**config.mk**
```make
export PLATFORM = sky130hd
export DESIGN_NAME = grb_ctrl
export DESIGN_NICKNAME = d
export VERILOG_FILES = /design/src/rtl/grb_pkg.sv /design/src/rtl/grb_ctrl.sv
export SDC_FILE = /design/constraint.sdc
export NUM_CORES = 1
export LEC_CHECK = 0
export ABC_CLOCK_PERIOD_IN_PS = 4000
export BUFFER_PORTS_ARGS = -buffer_cell sky130_fd_sc_hd__buf_4
export CORE_UTILIZATION = 54
export CTS_CLUSTER_SIZE = 24
export DETAILED_ROUTE_END_ITERATION = 8
export GPL_TIMING_DRIVEN = 0
export MAX_ROUTING_LAYER = met4
export PLACE_DENSITY = 0.81
export SLEW_MARGIN = 20
export SYNTH_ARGS = -nofsm -noshare
export SYNTH_HDL_FRONTEND = slang
export SYNTH_SLANG_ARGS = --single-unit
export TNS_END_PERCENT = 5
```
**constraint.sdc**
```tcl
create_clock -name aclk -period 4 [get_ports aclk]
set_input_delay 0.2 -clock aclk [delete_from_list [all_inputs] [get_ports aclk]]
set_output_delay 0.2 -clock aclk [all_outputs]
set_load 0.05 [all_outputs]
```
**src/rtl/grb_pkg.sv**
```systemverilog
package grb_pkg;

    // Width of a server load and of a reported maximum
    localparam int unsigned LOAD_W = 40;
    localparam logic [LOAD_W-1:0] LOAD_MAX = {LOAD_W{1'b1}};

    // Input operations, carried in s_tuser
    typedef enum logic [1:0] {
        OP_LOAD_JOB   = 2'd0,
        OP_LOAD_TOTAL = 2'd1,
        OP_RUN        = 2'd2,
        OP_READ       = 2'd3
    } op_t;

    // Configuration register indexes
    typedef enum logic [1:0] {
        CFG_MODE            = 2'd0,
        CFG_SERVER_COUNT    = 2'd1,
        CFG_SERVER_CAPACITY = 2'd2
    } cfg_index_t;

    // Placement modes; code three behaves as adaptive
    localparam logic [1:0] MODE_KEEP   = 2'd0;
    localparam logic [1:0] MODE_GREEDY = 2'd1;

    // Result kinds, carried in m_tuser
    localparam logic KIND_STATUS = 1'b0;
    localparam logic KIND_ASSIGN = 1'b1;

    typedef enum logic [4:0] {
        ST_IDLE,
        ST_RD_OUT,
        ST_RUN_START,
        ST_SORT_INIT,
        ST_SORT_HOLD,
        ST_SORT_STEP,
        ST_SORT_ORD,
        ST_SORT_CMP,
        ST_G_ORD,
        ST_G_JOB,
        ST_G_DATA,
        ST_G_SCAN,
        ST_G_PUT,
        ST_K_RD,
        ST_K_DATA,
        ST_K_PUT,
        ST_MAX_SCAN,
        ST_MAX_MUL,
        ST_MAX_CMP,
        ST_STATUS
    } state_t;

    // Address source for the job stores' read port
    typedef enum logic [1:0] {
        JA_RP,
        JA_CNT,
        JA_ORD
    } job_addr_t;

    // Server chosen by a placement step
    typedef enum logic [1:0] {
        PUT_K,
        PUT_BEST,
        PUT_ORIGIN
    } put_sel_t;

    typedef struct packed {
        logic      load_job;
        logic      load_total;
        job_addr_t job_addr;
        logic      ord_rd_prev;
        logic      ord_we;
        logic      ord_wsel_i;
        logic      latch_t;
        logic      latch_j_ord;
        logic      latch_j_cnt;
        logic      latch_prev;
        logic      clr_run;
        logic      clr_loads;
        logic      put;
        put_sel_t  put_sel;
        logic      scan_init;
        logic      scan_step;
        logic      max_init;
        logic      max_step;
        logic      mul;
        logic      acc_from_fail;
        logic      acc_from_cmp;
        logic      out_status;
        logic      out_assign;
    } cmd_t;

    typedef struct packed {
        logic rd_ok;
        logic out_free;
        logic t_less;
        logic cmp_ok;
    } sts_t;

    // Servers in use: zero acts as one, large values clip to the store size
    function automatic logic [6:0] used_servers(input logic [4:0] sc,
                                                input logic [6:0] max_srv);
        logic [6:0] r;
        r = {2'b00, sc};
        if (sc == 5'd0) begin
            r = 7'd1;
        end else if ({2'b00, sc} > max_srv) begin
            r = max_srv;
        end
        return r;
    endfunction

endpackage

```
**src/rtl/grb_ctrl.sv**
```systemverilog
module grb_ctrl #(
    parameter int JCW = 9,
    parameter int SW  = 4,
    parameter int SCW = 5
) (
    input  logic            aclk,
    input  logic            aresetn,
    input  logic            s_tvalid,
    input  logic [1:0]      operation,
    output logic            s_tready,
    input  logic [1:0]      mode,
    input  logic [SCW-1:0]  n_srv,
    input  logic [JCW-1:0]  job_count,
    input  grb_pkg::sts_t   sts,
    output grb_pkg::cmd_t   cmd,
    output logic [JCW-1:0]  cnt_i,
    output logic [JCW-1:0]  cnt_k,
    output logic [SW-1:0]   cnt_s
);

    grb_pkg::state_t state_reg, state_next;
    grb_pkg::op_t    op;

    logic [JCW-1:0] i_reg, i_next;
    logic [JCW-1:0] k_reg, k_next;
    logic [SW-1:0]  s_reg, s_next;
    logic           fb_reg, fb_next;

    logic i_end, k_end, k_zero, k_lt_n, s_last, mode_keep, mode_greedy;

    assign op          = grb_pkg::op_t'(operation);
    assign i_end       = i_reg == job_count;
    assign k_end       = k_reg == job_count;
    assign k_zero      = k_reg == '0;
    assign k_lt_n      = 16'(k_reg) < 16'(n_srv);
    assign s_last      = SCW'(s_reg) == (n_srv - 1'b1);
    assign mode_keep   = mode == grb_pkg::MODE_KEEP;
    assign mode_greedy = mode == grb_pkg::MODE_GREEDY;

    always_ff @(posedge aclk) begin
        if (!aresetn) begin
            state_reg <= grb_pkg::ST_IDLE;
            i_reg     <= '0;
            k_reg     <= '0;
            s_reg     <= '0;
            fb_reg    <= 1'b0;
        end else begin
            state_reg <= state_next;
            i_reg     <= i_next;
            k_reg     <= k_next;
            s_reg     <= s_next;
            fb_reg    <= fb_next;
        end
    end

    always_comb begin
        state_next = state_reg;
        unique case (state_reg)
            grb_pkg::ST_IDLE: begin
                if (s_tvalid) begin
                    unique case (op) inside
                        grb_pkg::OP_LOAD_JOB, grb_pkg::OP_LOAD_TOTAL: state_next = grb_pkg::ST_IDLE;
                        grb_pkg::OP_RUN:  state_next = grb_pkg::ST_RUN_START;
                        grb_pkg::OP_READ: begin
                            if (sts.rd_ok) state_next = grb_pkg::ST_RD_OUT;
                        end
                        default: state_next = grb_pkg::ST_IDLE;
                    endcase
                end
            end
            grb_pkg::ST_RD_OUT: if (sts.out_free) state_next = grb_pkg::ST_IDLE;
            grb_pkg::ST_RUN_START:
                state_next = mode_keep ? grb_pkg::ST_K_RD : grb_pkg::ST_SORT_INIT;
            grb_pkg::ST_SORT_INIT:
                state_next = i_end ? grb_pkg::ST_G_ORD : grb_pkg::ST_SORT_HOLD;
            grb_pkg::ST_SORT_HOLD: state_next = grb_pkg::ST_SORT_STEP;
            grb_pkg::ST_SORT_STEP:
                state_next = k_zero ? grb_pkg::ST_SORT_INIT : grb_pkg::ST_SORT_ORD;
            grb_pkg::ST_SORT_ORD: state_next = grb_pkg::ST_SORT_CMP;
            grb_pkg::ST_SORT_CMP:
                state_next = sts.t_less ? grb_pkg::ST_SORT_STEP : grb_pkg::ST_SORT_INIT;
            grb_pkg::ST_G_ORD:
                state_next = k_end ? grb_pkg::ST_MAX_SCAN : grb_pkg::ST_G_JOB;
            grb_pkg::ST_G_JOB: state_next = grb_pkg::ST_G_DATA;
            grb_pkg::ST_G_DATA:
                state_next = k_lt_n ? grb_pkg::ST_G_PUT : grb_pkg::ST_G_SCAN;
            grb_pkg::ST_G_SCAN: if (s_last) state_next = grb_pkg::ST_G_PUT;
            grb_pkg::ST_G_PUT: state_next = grb_pkg::ST_G_ORD;
            grb_pkg::ST_K_RD:
                state_next = i_end ? grb_pkg::ST_MAX_SCAN : grb_pkg::ST_K_DATA;
            grb_pkg::ST_K_DATA: state_next = grb_pkg::ST_K_PUT;
            grb_pkg::ST_K_PUT: state_next = grb_pkg::ST_K_RD;
            grb_pkg::ST_MAX_SCAN: begin
                if (s_last) begin
                    if (fb_reg || mode_greedy) state_next = grb_pkg::ST_STATUS;
                    else                       state_next = grb_pkg::ST_MAX_MUL;
                end
            end
            grb_pkg::ST_MAX_MUL: state_next = grb_pkg::ST_MAX_CMP;
            grb_pkg::ST_MAX_CMP:
                state_next = sts.cmp_ok ? grb_pkg::ST_STATUS : grb_pkg::ST_K_RD;
            grb_pkg::ST_STATUS: if (sts.out_free) state_next = grb_pkg::ST_IDLE;
            default: state_next = grb_pkg::ST_IDLE;
        endcase
    end

    always_comb begin
        cmd          = '0;
        cmd.job_addr = grb_pkg::JA_RP;
        cmd.put_sel  = grb_pkg::PUT_ORIGIN;
        s_tready     = 1'b0;
        unique case (state_reg)
            grb_pkg::ST_IDLE: begin
                s_tready       = 1'b1;
                cmd.load_job   = s_tvalid && (op == grb_pkg::OP_LOAD_JOB);
                cmd.load_total = s_tvalid && (op == grb_pkg::OP_LOAD_TOTAL);
            end
            grb_pkg::ST_RD_OUT: cmd.out_assign = sts.out_free;
            grb_pkg::ST_RUN_START: begin
                cmd.clr_run   = 1'b1;
                cmd.clr_loads = 1'b1;
            end
            grb_pkg::ST_SORT_INIT: cmd.job_addr = grb_pkg::JA_CNT;
            grb_pkg::ST_SORT_HOLD: cmd.latch_t = 1'b1;
            grb_pkg::ST_SORT_STEP: begin
                cmd.ord_we      = k_zero;
                cmd.ord_wsel_i  = 1'b1;
                cmd.ord_rd_prev = !k_zero;
            end
            grb_pkg::ST_SORT_ORD: begin
                cmd.latch_prev = 1'b1;
                cmd.job_addr   = grb_pkg::JA_ORD;
            end
            grb_pkg::ST_SORT_CMP: begin
                cmd.ord_we     = 1'b1;
                cmd.ord_wsel_i = !sts.t_less;
            end
            grb_pkg::ST_G_ORD: cmd.max_init = k_end;
            grb_pkg::ST_G_JOB: begin
                cmd.latch_j_ord = 1'b1;
                cmd.job_addr    = grb_pkg::JA_ORD;
            end
            grb_pkg::ST_G_DATA: begin
                cmd.latch_t   = 1'b1;
                cmd.scan_init = !k_lt_n;
            end
            grb_pkg::ST_G_SCAN: cmd.scan_step = 1'b1;
            grb_pkg::ST_G_PUT: begin
                cmd.put     = 1'b1;
                cmd.put_sel = k_lt_n ? grb_pkg::PUT_K : grb_pkg::PUT_BEST;
            end
            grb_pkg::ST_K_RD: begin
                cmd.job_addr = grb_pkg::JA_CNT;
                cmd.max_init = i_end;
            end
            grb_pkg::ST_K_DATA: begin
                cmd.latch_t     = 1'b1;
                cmd.latch_j_cnt = 1'b1;
            end
            grb_pkg::ST_K_PUT: cmd.put = 1'b1;
            grb_pkg::ST_MAX_SCAN: begin
                cmd.max_step      = 1'b1;
                cmd.acc_from_fail = s_last && !fb_reg && mode_greedy;
            end
            grb_pkg::ST_MAX_MUL: cmd.mul = 1'b1;
            grb_pkg::ST_MAX_CMP: begin
                cmd.acc_from_cmp = 1'b1;
                cmd.clr_loads    = !sts.cmp_ok;
            end
            grb_pkg::ST_STATUS: cmd.out_status = sts.out_free;
            default: ;
        endcase
    end

    always_comb begin
        i_next  = i_reg;
        k_next  = k_reg;
        s_next  = s_reg;
        fb_next = fb_reg;
        case (state_reg)
            grb_pkg::ST_RUN_START: begin
                i_next  = '0;
                k_next  = '0;
                fb_next = mode_keep;
            end
            grb_pkg::ST_SORT_INIT: k_next = i_end ? '0 : i_reg;
            grb_pkg::ST_SORT_STEP: if (k_zero) i_next = i_reg + 1'b1;
            grb_pkg::ST_SORT_CMP: begin
                if (sts.t_less) k_next = k_reg - 1'b1;
                else            i_next = i_reg + 1'b1;
            end
            grb_pkg::ST_G_ORD:  if (k_end) s_next = '0;
            grb_pkg::ST_G_DATA: s_next = '0;
            grb_pkg::ST_G_SCAN: if (!s_last) s_next = s_reg + 1'b1;
            grb_pkg::ST_G_PUT:  k_next = k_reg + 1'b1;
            grb_pkg::ST_K_RD:   if (i_end) s_next = '0;
            grb_pkg::ST_K_PUT:  i_next = i_reg + 1'b1;
            grb_pkg::ST_MAX_SCAN: if (!s_last) s_next = s_reg + 1'b1;
            grb_pkg::ST_MAX_CMP: begin
                if (!sts.cmp_ok) begin
                    fb_next = 1'b1;
                    i_next  = '0;
                end
            end
            default: ;
        endcase
    end

    assign cnt_i = i_reg;
    assign cnt_k = k_reg;
    assign cnt_s = s_reg;

endmodule

```
==> flow_metrics.py <==
metrics = {
    "yosys": {
        "yosys.area.top_type": "dfxtp_1",
        "netlist_instances": 382,
        "ys_ff_latch": 28,
        "synthArstFlopShare": 0,
        "postSynthNetCount": 422,
        "ys_types": 60,
        "yosysWarnings": 0,
        "syn_area_um2": 2760,
        "netlist.area_leader.share": 0.203,
        "ys_top_cells_by_area": "dfxtp_1 (20%), ha_1 (6.3%), nand2_1 (5.3%)",
        "synth_ff_type": "dfxtp_1",
        "synth_edf_count": 0,
        "yosysSeqAreaShare": 0.203,
        "syn_avg_cell_area_um2": 7.24,
    },
    "grt": {
        "grtUsageMet1": 0.420,
        "grt_max_degree": 17,
        "grt_pass1_wl_um": 13300,
        "grt_overflow": 0,
        "antenna_found_initial": 0,
        "grt.busiest_layer": "met2",
        "grtUsageMet2": 0.540,
        "track_usage": 0.329,
        "grt_pass1_vias": 2817,
        "met3_usage": 0.0480,
    },
    "timing": {
        "finalCritPeriodShare": 0.860,
        "setup_tns_ps": 0,
        "fin_skew_ps": 2.12,
        "slew_viol_final": 0,
        "setup_viol": 0,
        "final.min_clock_period_ps": 3440,
        "worstMarginPinSlew_ps": 851,
        "hold_viol": 0,
        "rsz0062_at_grt": "no",
        "slew_headroom": 0.427,
        "max_freq_mhz": 291,
    },
    "detailed_routing": {
        "drc": 0,
        "num_vias": 3224,
        "drt-pass1-iter-count": 7,
        "ant_nets": 0,
        "viasPerCell": 6.14,
        "wire_per_inst_um": 16.6,
        "routed_wl_um": 8710,
        "drt_iter0_markers": 392,
    },
    "setup_path": {
        "cp.arrival_ps": 3620,
        "startpoint": "state_reg[4]$_SDFFE_PN0P_",
        "start_kind": "register",
        "endpoint_kind": "register",
        "crit_required_ps": 4180,
        "critical_path_class": "register to register",
        "critPathMaxFanout": 12,
        "r2r-start": "state_reg[4]$_SDFFE_PN0P_",
    },
    "die": {
        "pin_count": 73,
        "die-width_um": 73.5,
        "die_h_um": 73.5,
        "core_region_area_um2": 4820,
        "initial_core_util": 0.574,
        "die_area_um2": 5410,
        "row_count": 25,
    },
    "power_and_ir_drop": {
        "p_per_area_nw_per_um2": 241,
        "p_leak_nw": 1.49,
        "power.total_mw": 0.834,
        "ir_drop_mv": 0.195,
    },
    "clock_tree": {
        "cts_tree": "done",
        "cts_buffers": 3,
        "insertion_delay_ps": 290,
        "post_cts_buffers": 0,
        "cts.sinks": 28,
        "htreeDepth": 1,
        "clk_pin_slew_ps": 110,
        "ctsHoldBuffers": 0,
        "clock_tree.root_cell": "clkbuf_8",
        "clock_path_buffers": 2,
    },
    "layout": {
        "layout_commonest_cell": "buf_4",
        "num_antenna_cells": 0,
        "areaGrowthSynthToFinish_pct": 25.3,
        "drive_gt1_frac": 0.201,
        "final_cell_mix": "buf_4 (73), nand2_1 (39), nor2_1 (35), o21ai_0 (28), dfxtp_1 (28)",
        "design_area_um2": 3460,
        "fin_nets": 499,
    },
    "hold_path": {
        "hold_path.class": "primary input to register",
        "hold_start": "aresetn",
    },
    "run_status": {
        "status": "completed",
    },
    "placed_design": {
        "globalplace.congestion": 0.959,
        "placed_area_um2": 3390,
        "io_buffers": 72,
        "dpl.hpwl_um": 6560,
    },
    "run": {
        "max_cap_viol_count": 0,
    },
}
where the power goes:
part / switching (mW) / leakage (nW) / internal, mW
registers: 0.00586 / 0.226 / 0.287
clock network: 0.103 / 0.0357 / 0.134
logic: 0.201 / 1.22 / 0.102
routing by layer:
metal / share of wire / vias up
met5: 0 / -
met4: 0.018 / 0
met3: 0.089 / 18
met2: 0.47 / 187
met1: 0.42 / 1470
li1: - / 1549
synth_stat cells (all sizes together) (3+ instances only):
library cell  instances
nand4                 5
a31oi                 4
o31ai                 3
nand2                39
nor2b                 9
a211oi                6
nor2                 37
inv                  21
nand3                12
or4                   8
o211ai                4
ha                   14
dfxtp                28
mux2i                 3
nor4                  4
xnor2                14
or3                   7
and3                  6
nor3b                 4
xor2                 16
a21oi                23
and2                  3
a211o                 6
clkbuf               16
o21ai                29
a22oi                 7
nand2b                9
nor3                 12
area by class of cell:
type	instances	area [um2]
Clock buffer	3	41.3
Fill cell	440	1360
Multi-Input combinational cell	315	2060
Buffer	18	71.3
Clock inverter	1	30.0
Sequential cell	28	561
Tap cell	67	83.8
Timing Repair Buffer	72	541
Inverter	21	78.8
repair_timing:
item,4_1_cts,5_1_grt
hold endpoints to repair,0,0
resized for setup,0,1
endpoints found under the setup margin,0,1
critical path: stages (launching register included):
cell and delay (ps):
dfxtp_1 360, clkbuf_1 250, nor2_2 470, nand3_1 550
ha_1 550, o21ai_0 160, a21oi_1 90, o211a_1 240
or3_1 340, a32oi_1 200, o21ai_0 90
cells by family after synthesis:
logic type | after synthesis | synth area share
AND/OR/NAND/NOR | 164 | 0.313
AO/OA/AOI/OAI | 103 | 0.254
buffers and inverters | 39 | 0.0543
XOR/XNOR | 30 | 0.0951
flip-flops | 28 | 0.203
adder cells (fa/ha/maj) | 15 | 0.0706
multiplexers | 3 | 0.0109
path summary, 6_finish.rpt:
kind,endpoint,slack [ps],cells past startpoint
hold reg to reg,cnt_s[3]$_SDFFE_PN0P_,520,1
setup / recovery,cnt_k[8]$_SDFFE_PN0P_,560,10
hold / removal,cnt_s[3]$_SDFFE_PN0P_,220,3
setup reg to reg,cnt_k[8]$_SDFFE_PN0P_,560,10
per-stage QoR:
| step | hold WS, ps | utilization | instances | worst slack [ps] |
|---|---|---|---|---|
| 6_report | 222 | 0.719 | 525 | 561 |
| 5_1_grt | 220 | 0.719 | 525 | 281 |
| 4_1_cts | 220 | 0.718 | 525 | 328 |
| 3_5_place_dp | 502 | 0.703 | 521 | 381 |
| 3_3_place_gp | 488 | 0.703 | 521 | 454 |
| 2_1_floorplan | 336 | - | 382 | 642 |
(Power assumes the default switching activity.)
